### src/rtl/i2d_pkg.sv
package i2d_pkg;

  localparam int DIGITS_PER_WORD = 4;

  localparam int DPW_CLAMPED = (DIGITS_PER_WORD < 1) ? 1 :
                               (DIGITS_PER_WORD > 4) ? 4 : DIGITS_PER_WORD;

  localparam int RADIX = (DPW_CLAMPED == 1) ? 10 :
                         (DPW_CLAMPED == 2) ? 100 :
                         (DPW_CLAMPED == 3) ? 1000 : 10000;

  localparam int HALF_W      = 64;
  localparam int MAG_W       = 2 * HALF_W;
  localparam int LIMB_W      = 16;
  localparam int NUM_LIMBS   = MAG_W / LIMB_W;
  localparam int LIMB_CNT_W  = $clog2(NUM_LIMBS);
  localparam int REM_W       = $clog2(RADIX);
  localparam int CUR_W       = REM_W + LIMB_W;
  localparam int RECIP_SHIFT = CUR_W + REM_W;
  localparam int RECIP_W     = CUR_W + 1;
  localparam int PROD_W      = CUR_W + RECIP_W;

  localparam logic [RECIP_W-1:0] RECIP = RECIP_W'((64'd1 << RECIP_SHIFT) / RADIX);
  localparam logic [CUR_W-1:0]   RADIX_CUR = CUR_W'(RADIX);

  localparam int DIGIT_W     = 14;
  localparam int POS_W       = 4;
  localparam int MAX_RESULTS = 10;

  typedef enum logic [1:0] {
    S_IDLE,
    S_MUL,
    S_FIX,
    S_EMIT
  } i2d_state_e;

endpackage

### src/rtl/i2d_limb_div.sv
module i2d_limb_div
  import i2d_pkg::*;
(
  input  logic              clk_i,
  input  logic              en_i,
  input  logic [CUR_W-1:0]  cur_i,
  output logic [LIMB_W-1:0] quot_o,
  output logic [REM_W-1:0]  rem_o
);

  logic [PROD_W-1:0] prod_q;
  logic [CUR_W-1:0]  cur_q;
  logic [LIMB_W-1:0] q_est;
  logic [CUR_W-1:0]  r_wide;

  // The reciprocal estimate is exact or one too small, so one correction suffices.
  always_ff @(posedge clk_i) begin
    if (en_i) begin
      prod_q <= PROD_W'(cur_i) * PROD_W'(RECIP);
      cur_q  <= cur_i;
    end
  end

  always_comb begin
    q_est  = prod_q[RECIP_SHIFT +: LIMB_W];
    r_wide = cur_q - (CUR_W'(q_est) * RADIX_CUR);
    if (r_wide >= RADIX_CUR) begin
      quot_o = q_est + LIMB_W'(1);
      rem_o  = REM_W'(r_wide - RADIX_CUR);
    end else begin
      quot_o = q_est;
      rem_o  = REM_W'(r_wide);
    end
  end

endmodule

### src/rtl/int128_to_base10000_digits.sv
// Converts a signed 128-bit integer into base-10000 digits, least significant
// digit first, one output item per digit, with the most significant digit
// flagged last; a zero input gives a single item with is_zero set. The
// magnitude is divided by 10000 in a single shared limb divider that takes
// 16 bits per pass, a pass being a multiply state and a fix state, so each
// digit takes eight passes and then an emit state, which waits while the
// output register is full and not taken. The block accepts one item at a time and
// holds in_ready_o low until the last digit has been handed to the output
// register.
module int128_to_base10000_digits
  import i2d_pkg::*;
(
  input  logic                     clk_i,
  input  logic                     rst_ni,
  input  logic                     in_valid_i,
  output logic                     in_ready_o,
  input  logic signed [HALF_W-1:0] value_high_i,
  input  logic [HALF_W-1:0]        value_low_i,
  output logic                     out_valid_o,
  input  logic                     out_ready_i,
  output logic [DIGIT_W-1:0]       digit_o,
  output logic [POS_W-1:0]         position_o,
  output logic                     negative_o,
  output logic                     is_zero_o,
  output logic                     last_o
);

  localparam logic [LIMB_CNT_W-1:0] LAST_LIMB = LIMB_CNT_W'(NUM_LIMBS - 1);
  localparam logic [POS_W-1:0]      LAST_POS  = POS_W'(MAX_RESULTS - 1);

  i2d_state_e state_q, state_d;

  logic [MAG_W-1:0]      mag_q;
  logic [MAG_W-1:0]      mag_in;
  logic [REM_W-1:0]      rem_q;
  logic                  sign_q;
  logic                  zero_q;
  logic [POS_W-1:0]      pos_q;
  logic [LIMB_CNT_W-1:0] limb_cnt_q;
  logic                  out_valid_q;
  logic [DIGIT_W-1:0]    digit_q;
  logic [POS_W-1:0]      position_q;
  logic                  negative_q;
  logic                  is_zero_q;
  logic                  last_q;

  logic                  in_accept;
  logic                  div_en;
  logic                  emit_fire;
  logic                  emit_last;
  logic [CUR_W-1:0]      div_cur;
  logic [LIMB_W-1:0]     div_quot;
  logic [REM_W-1:0]      div_rem;

  assign mag_in = value_high_i[HALF_W-1] ? (~{value_high_i, value_low_i} + MAG_W'(1))
                                         : {value_high_i, value_low_i};
  assign div_cur   = {rem_q, mag_q[MAG_W-1 -: LIMB_W]};
  assign emit_last = (mag_q == '0) || (pos_q == LAST_POS);

  i2d_limb_div u_div (
    .clk_i  (clk_i),
    .en_i   (div_en),
    .cur_i  (div_cur),
    .quot_o (div_quot),
    .rem_o  (div_rem)
  );

  always_comb begin
    state_d = state_q;
    case (state_q)
      S_IDLE: begin
        if (in_valid_i) begin
          state_d = (mag_in == '0) ? S_EMIT : S_MUL;
        end
      end
      S_MUL: begin
        state_d = S_FIX;
      end
      S_FIX: begin
        if (limb_cnt_q == LAST_LIMB) begin
          state_d = S_EMIT;
        end else begin
          state_d = S_MUL;
        end
      end
      S_EMIT: begin
        if (!out_valid_q || out_ready_i) begin
          state_d = emit_last ? S_IDLE : S_MUL;
        end
      end
      default: begin
        state_d = S_IDLE;
      end
    endcase
  end

  always_comb begin
    in_ready_o = 1'b0;
    div_en     = 1'b0;
    emit_fire  = 1'b0;
    case (state_q)
      S_IDLE: begin
        in_ready_o = 1'b1;
      end
      S_MUL: begin
        div_en = 1'b1;
      end
      S_FIX: begin
      end
      S_EMIT: begin
        emit_fire = !out_valid_q || out_ready_i;
      end
      default: begin
      end
    endcase
  end

  assign in_accept = in_valid_i && in_ready_o;

  always_ff @(posedge clk_i or negedge rst_ni) begin
    if (!rst_ni) begin
      state_q     <= S_IDLE;
      pos_q       <= '0;
      limb_cnt_q  <= '0;
      out_valid_q <= 1'b0;
    end else begin
      state_q <= state_d;
      if (in_accept) begin
        pos_q      <= '0;
        limb_cnt_q <= '0;
      end else if (state_q == S_FIX) begin
        limb_cnt_q <= limb_cnt_q + LIMB_CNT_W'(1);
      end else if (emit_fire) begin
        pos_q <= pos_q + POS_W'(1);
      end
      if (emit_fire) begin
        out_valid_q <= 1'b1;
      end else if (out_ready_i) begin
        out_valid_q <= 1'b0;
      end
    end
  end

  always_ff @(posedge clk_i) begin
    if (in_accept) begin
      mag_q  <= mag_in;
      rem_q  <= '0;
      sign_q <= value_high_i[HALF_W-1];
      zero_q <= (mag_in == '0);
    end else if (state_q == S_FIX) begin
      mag_q <= {mag_q[MAG_W-LIMB_W-1:0], div_quot};
      rem_q <= div_rem;
    end else if (emit_fire) begin
      rem_q <= '0;
    end
    if (emit_fire) begin
      digit_q    <= DIGIT_W'(rem_q);
      position_q <= pos_q;
      negative_q <= sign_q;
      is_zero_q  <= zero_q;
      last_q     <= emit_last;
    end
  end

  assign out_valid_o = out_valid_q;
  assign digit_o     = digit_q;
  assign position_o  = position_q;
  assign negative_o  = negative_q;
  assign is_zero_o   = is_zero_q;
  assign last_o      = last_q;

`ifndef SYNTHESIS
  a_zero_item: assert property (@(posedge clk_i) disable iff (!rst_ni)
    out_valid_o && is_zero_o |-> digit_o == '0 && position_o == '0 && last_o && !negative_o)
    else $error("zero item has wrong fields");

  a_digit_range: assert property (@(posedge clk_i) disable iff (!rst_ni)
    out_valid_o |-> digit_o < DIGIT_W'(RADIX))
    else $error("digit out of range");

  a_rem_range: assert property (@(posedge clk_i) disable iff (!rst_ni)
    state_q == S_FIX |-> div_rem < REM_W'(RADIX))
    else $error("divider remainder out of range");

  a_busy_after_accept: assert property (@(posedge clk_i) disable iff (!rst_ni)
    in_valid_i && in_ready_o |=> !in_ready_o)
    else $error("ready right after an accepted item");

  a_pos_limit: assert property (@(posedge clk_i) disable iff (!rst_ni)
    out_valid_o && position_o == LAST_POS |-> last_o)
    else $error("run longer than the result limit");
`endif

endmodule

### config.mk
export PLATFORM = sky130hd
export DESIGN_NAME = int128_to_base10000_digits
export DESIGN_NICKNAME = d
export VERILOG_FILES = /design/src/rtl/i2d_pkg.sv /design/src/rtl/i2d_limb_div.sv /design/src/rtl/int128_to_base10000_digits.sv
export SDC_FILE = /design/constraint.sdc
export NUM_CORES = 2
export LEC_CHECK = 0
export ABC_CLOCK_PERIOD_IN_PS = 7700
export BUFFER_PORTS_ARGS = -buffer_cell sky130_fd_sc_hd__buf_2
export CAP_MARGIN = 15
export CELL_PAD_IN_SITES_DETAIL_PLACEMENT = 1
export CELL_PAD_IN_SITES_GLOBAL_PLACEMENT = 2
export CORE_MARGIN = 4
export CORE_UTILIZATION = 29
export DETAILED_ROUTE_END_ITERATION = 7
export GPL_ROUTABILITY_DRIVEN = 1
export PLACE_DENSITY_LB_ADDON = 0.3
export SLEW_MARGIN = 20
export SYNTH_ARGS = -nofsm -noshare
export SYNTH_HDL_FRONTEND = slang
export SYNTH_SLANG_ARGS = --single-unit
### constraint.sdc
create_clock -name clk_i -period 7.7 [get_ports clk_i]
set_clock_uncertainty 0.15 [all_clocks]
set_input_delay 0.77 -clock clk_i [delete_from_list [all_inputs] [get_ports clk_i]]
set_output_delay 0.77 -clock clk_i [all_outputs]
set_load 0.02 [all_outputs]
==> impl_results.md <==
- Drt pass-1 iters: 7
- Vias per cell: 4.885
- TNS Setup: 0 ns
- Largest cells by area after synthesis: fa_1 (25%), edfxtp_1 (18%), ha_1 (18%)
- Port-buffer cells: ~150
- Num CTS Buffers: 30
- Routed Antenna Nets: 0
- Startpoint types: register
- Die height: 347.4 µm
- Post-synthesis cell count: 3495
- Final period util: between 90% and 100%
- RSZ-0062 raised after global routing: yes
- Synth Net Count: between 4000 and 5000
- DIE WIDTH: 347.4 µm
- Status: finished, final reports clean
- Area growth syn-to-layout: 19.65%
- Crit path kind: reg2reg
- Worst Hold Class: reg2reg
- Ys async rst share: 4.525%
- Vias: ~27000
- Fin. max-slew vios: 0
- YS warnings: 0
- Yosys top cell by area: fa_1
- Rel. slew slack: between 30% and 40%
- Placeable Area: approximately 110000 µm²
- IO Count: around 160
- WL per Instance: 21.80 µm
- Syn_area_per_cell: around 9.6 µm²
- CP max-delay cell: or4_4
- Synth top area share: approximately 25%
- Area of the mapped netlist: between 30000 and 40000 µm²
- Critical path's largest stage delay: roughly 0.64 ns
- Largest net degree at the start of global routing: between 100 and 150
- Htree depth: 1
- Clk root buf: clkbuf_16
- Post-synthesis register bit count: about 220
- Cell mode on critical path: fa_1
- Nets: between 4000 and 5000
- Most frequent cells in the layout: inv_1 (711), ha_1 (444), fa_1 (414)
- Gpl congestion: between 0.8 and 0.9
- Synth Flop Type: edfxtp_1
- Final min period: roughly 7.6 ns
- Max Buffers Root-to-Sink: 3
- Sequential fraction of the synthesis area: roughly 19%
- Vias in the first global route: approximately 28000
- Clk slew on worst S/H paths: roughly 0.060 ns
- Starting Density: roughly 29%
- Share of layout cells above drive strength 1: 17.17%
- DP Wirelength: between 90 and 100 mm
- MaxCap Viol Count: 0
- Clock sink total: ~220
- Synth unique cells: about 90
- First-pass GRT wire length: 177.4 mm
- Row Count: 124
- Critical path required time: around 8 ns
- Highest achievable clock rate: about 130 MHz
- Hold Vio Cnt, Final: 0
- Initial antenna violation count: 2
- Commonest non-fill, non-tap cell in the layout: inv_1
- Final wirelength: about 120 mm
- Drc violations: 0
- Later-pin clock latency in the skew report: slightly above 0.6 ns
- Post-synth EDFFs: 197
- Slew of the pin with the lowest slew margin: between 1 and 1.5 ns
- Max FO, Critical Path: 6
- Setup-failing EPs final: 0
- Global Route Usage Sum: 19.18%
- DIE AREA: between 100000 and 150000 µm²
- Gr ovfl total: 0
- Initial DRC Count: 1895
- # diodes: 0
- Crit end category: register
- CP arrival: 7.80 ns
- CTS tree: built
[worst paths after layout]
check                      slack (ns)  cells past startpoint        from          endpoint
hold / removal                   0.28                      0      sign_q        negative_o
hold reg to reg                  0.28                      0      sign_q        negative_o
setup / recovery                 0.08                     27  mag_q[122]  u_div.prod_q[59]
max in group asynchronous        6.66                      2      rst_ni          pos_q[3]
min in group asynchronous        0.44                      2      rst_ni        state_q[0]
setup reg to reg                 0.08                     27  mag_q[122]  u_div.prod_q[59]
[registers in the layout, indices dropped and copies added, names as in the netlist, 2 cells and up]
signal,cells
mag_q,128
rem_q,14
position_o,4
u_div.prod_q,16
state_q,2
digit_o,14
pos_q,4
limb_cnt_q,3
u_div.cur_q,30
[cells by family (layout without fill, tap and decap cells)]
logic type      count (synthesis)  in the layout  synth area share, %
fa+ha+maj                     897            897                43.16
simple gates                  832            832                12.70
flops                         221            221                19.30
mux                            15             15               0.4795
buf+inv                       825           1250                9.335
compound gates                496            496                9.549
xor+xnor                      209            209                5.481
[stage by stage]
stage               cells  cell area [µm²]  utilization (%)  setup WS (ns)  hold slack, ns
floorplan            3495            33400                -         0.1337          0.2503
global placement     5343            37920            33.17        -0.6654          0.2533
detailed placement   5343            37920            33.17        -0.7231          0.2586
CTS                  5411            39190            34.27       0.005781          0.2868
global route         5432            39960            34.95        -0.2084          0.3013
finish               5432            39960            34.95        0.07690          0.2798
[area by class of cell]
type / count / area [µm²]
fillers: 13190 / 74380
multi-input cells: 2449 / 24570
flip-flops and latches: 221 / 6446
repair buffers: 461 / 3362
inverters: 734 / 2755
well taps: 1512 / 1892
clock buffers: 38 / 780.7
clock inverters: 17 / 155.1
[metal layers]
layer  up-vias  wire length [µm]  track usage [%]
li1      12468                 -                -
met1     13408             56960            28.26
met2       553             54210            30.88
met3       108              4989            1.853
met4         0              2272            3.413
met5         -                 0                0
[synthesized netlist by cell type, types with 6 or more instances]
cell type / n
nand2b_1: 15
a2111oi_0: 7
or2_2: 13
ha_1: 472
and2_1: 9
nor2b_1: 17
a21oi_1: 74
o41ai_1: 21
nand4_1: 44
inv_1: 733
mux2i_1: 7
clkbuf_1: 74
xnor2_1: 117
or3_1: 28
fa_1: 425
nor3b_1: 6
nand3_1: 69
o21ai_0: 201
a31oi_1: 17
dfxtp_1: 14
xor2_1: 92
nor3_1: 60
nand2_1: 288
nor2_1: 146
o2111ai_1: 8
o32ai_1: 7
or4_4: 6
a211oi_1: 13
nor4b_1: 8
nor4_1: 49
and3_1: 9
dfrtp_1: 10
a21o_1: 32
a32oi_1: 7
or4_1: 26
and4_1: 8
a41oi_1: 7
o31ai_1: 23
edfxtp_1: 197
mux2_2: 8
o21a_1: 16
buf_1: 9
o21bai_1: 10
[repair_timing]
| action | 4_1_cts | 5_1_grt |
|---|---|---|
| gates cloned | 0 | 2 |
| endpoints found under the setup margin | 42 | 37 |
| resized for setup | 48 | 136 |
| pin swaps | 35 | 121 |
| endpoints found under the hold margin | 10 | 0 |
| hold buffers | 1 | 0 |
| setup buffers | 13 | 20 |
[worst max-delay path: cells and delay by family, from the launching register on]
kind	cells	cell delay [ns]
AO/OA/AOI/OAI	8	1.15
XOR/XNOR	1	0.12
adder cells (fa/ha/maj)	9	3.95
buffers and inverters	7	0.62
flip-flops	1	0.44
AND/OR/NAND/NOR	2	0.88
Power is left out: the tool's default activity adds up to more than one toggle a clock period on the data nets, which glitch-free logic cannot reach.
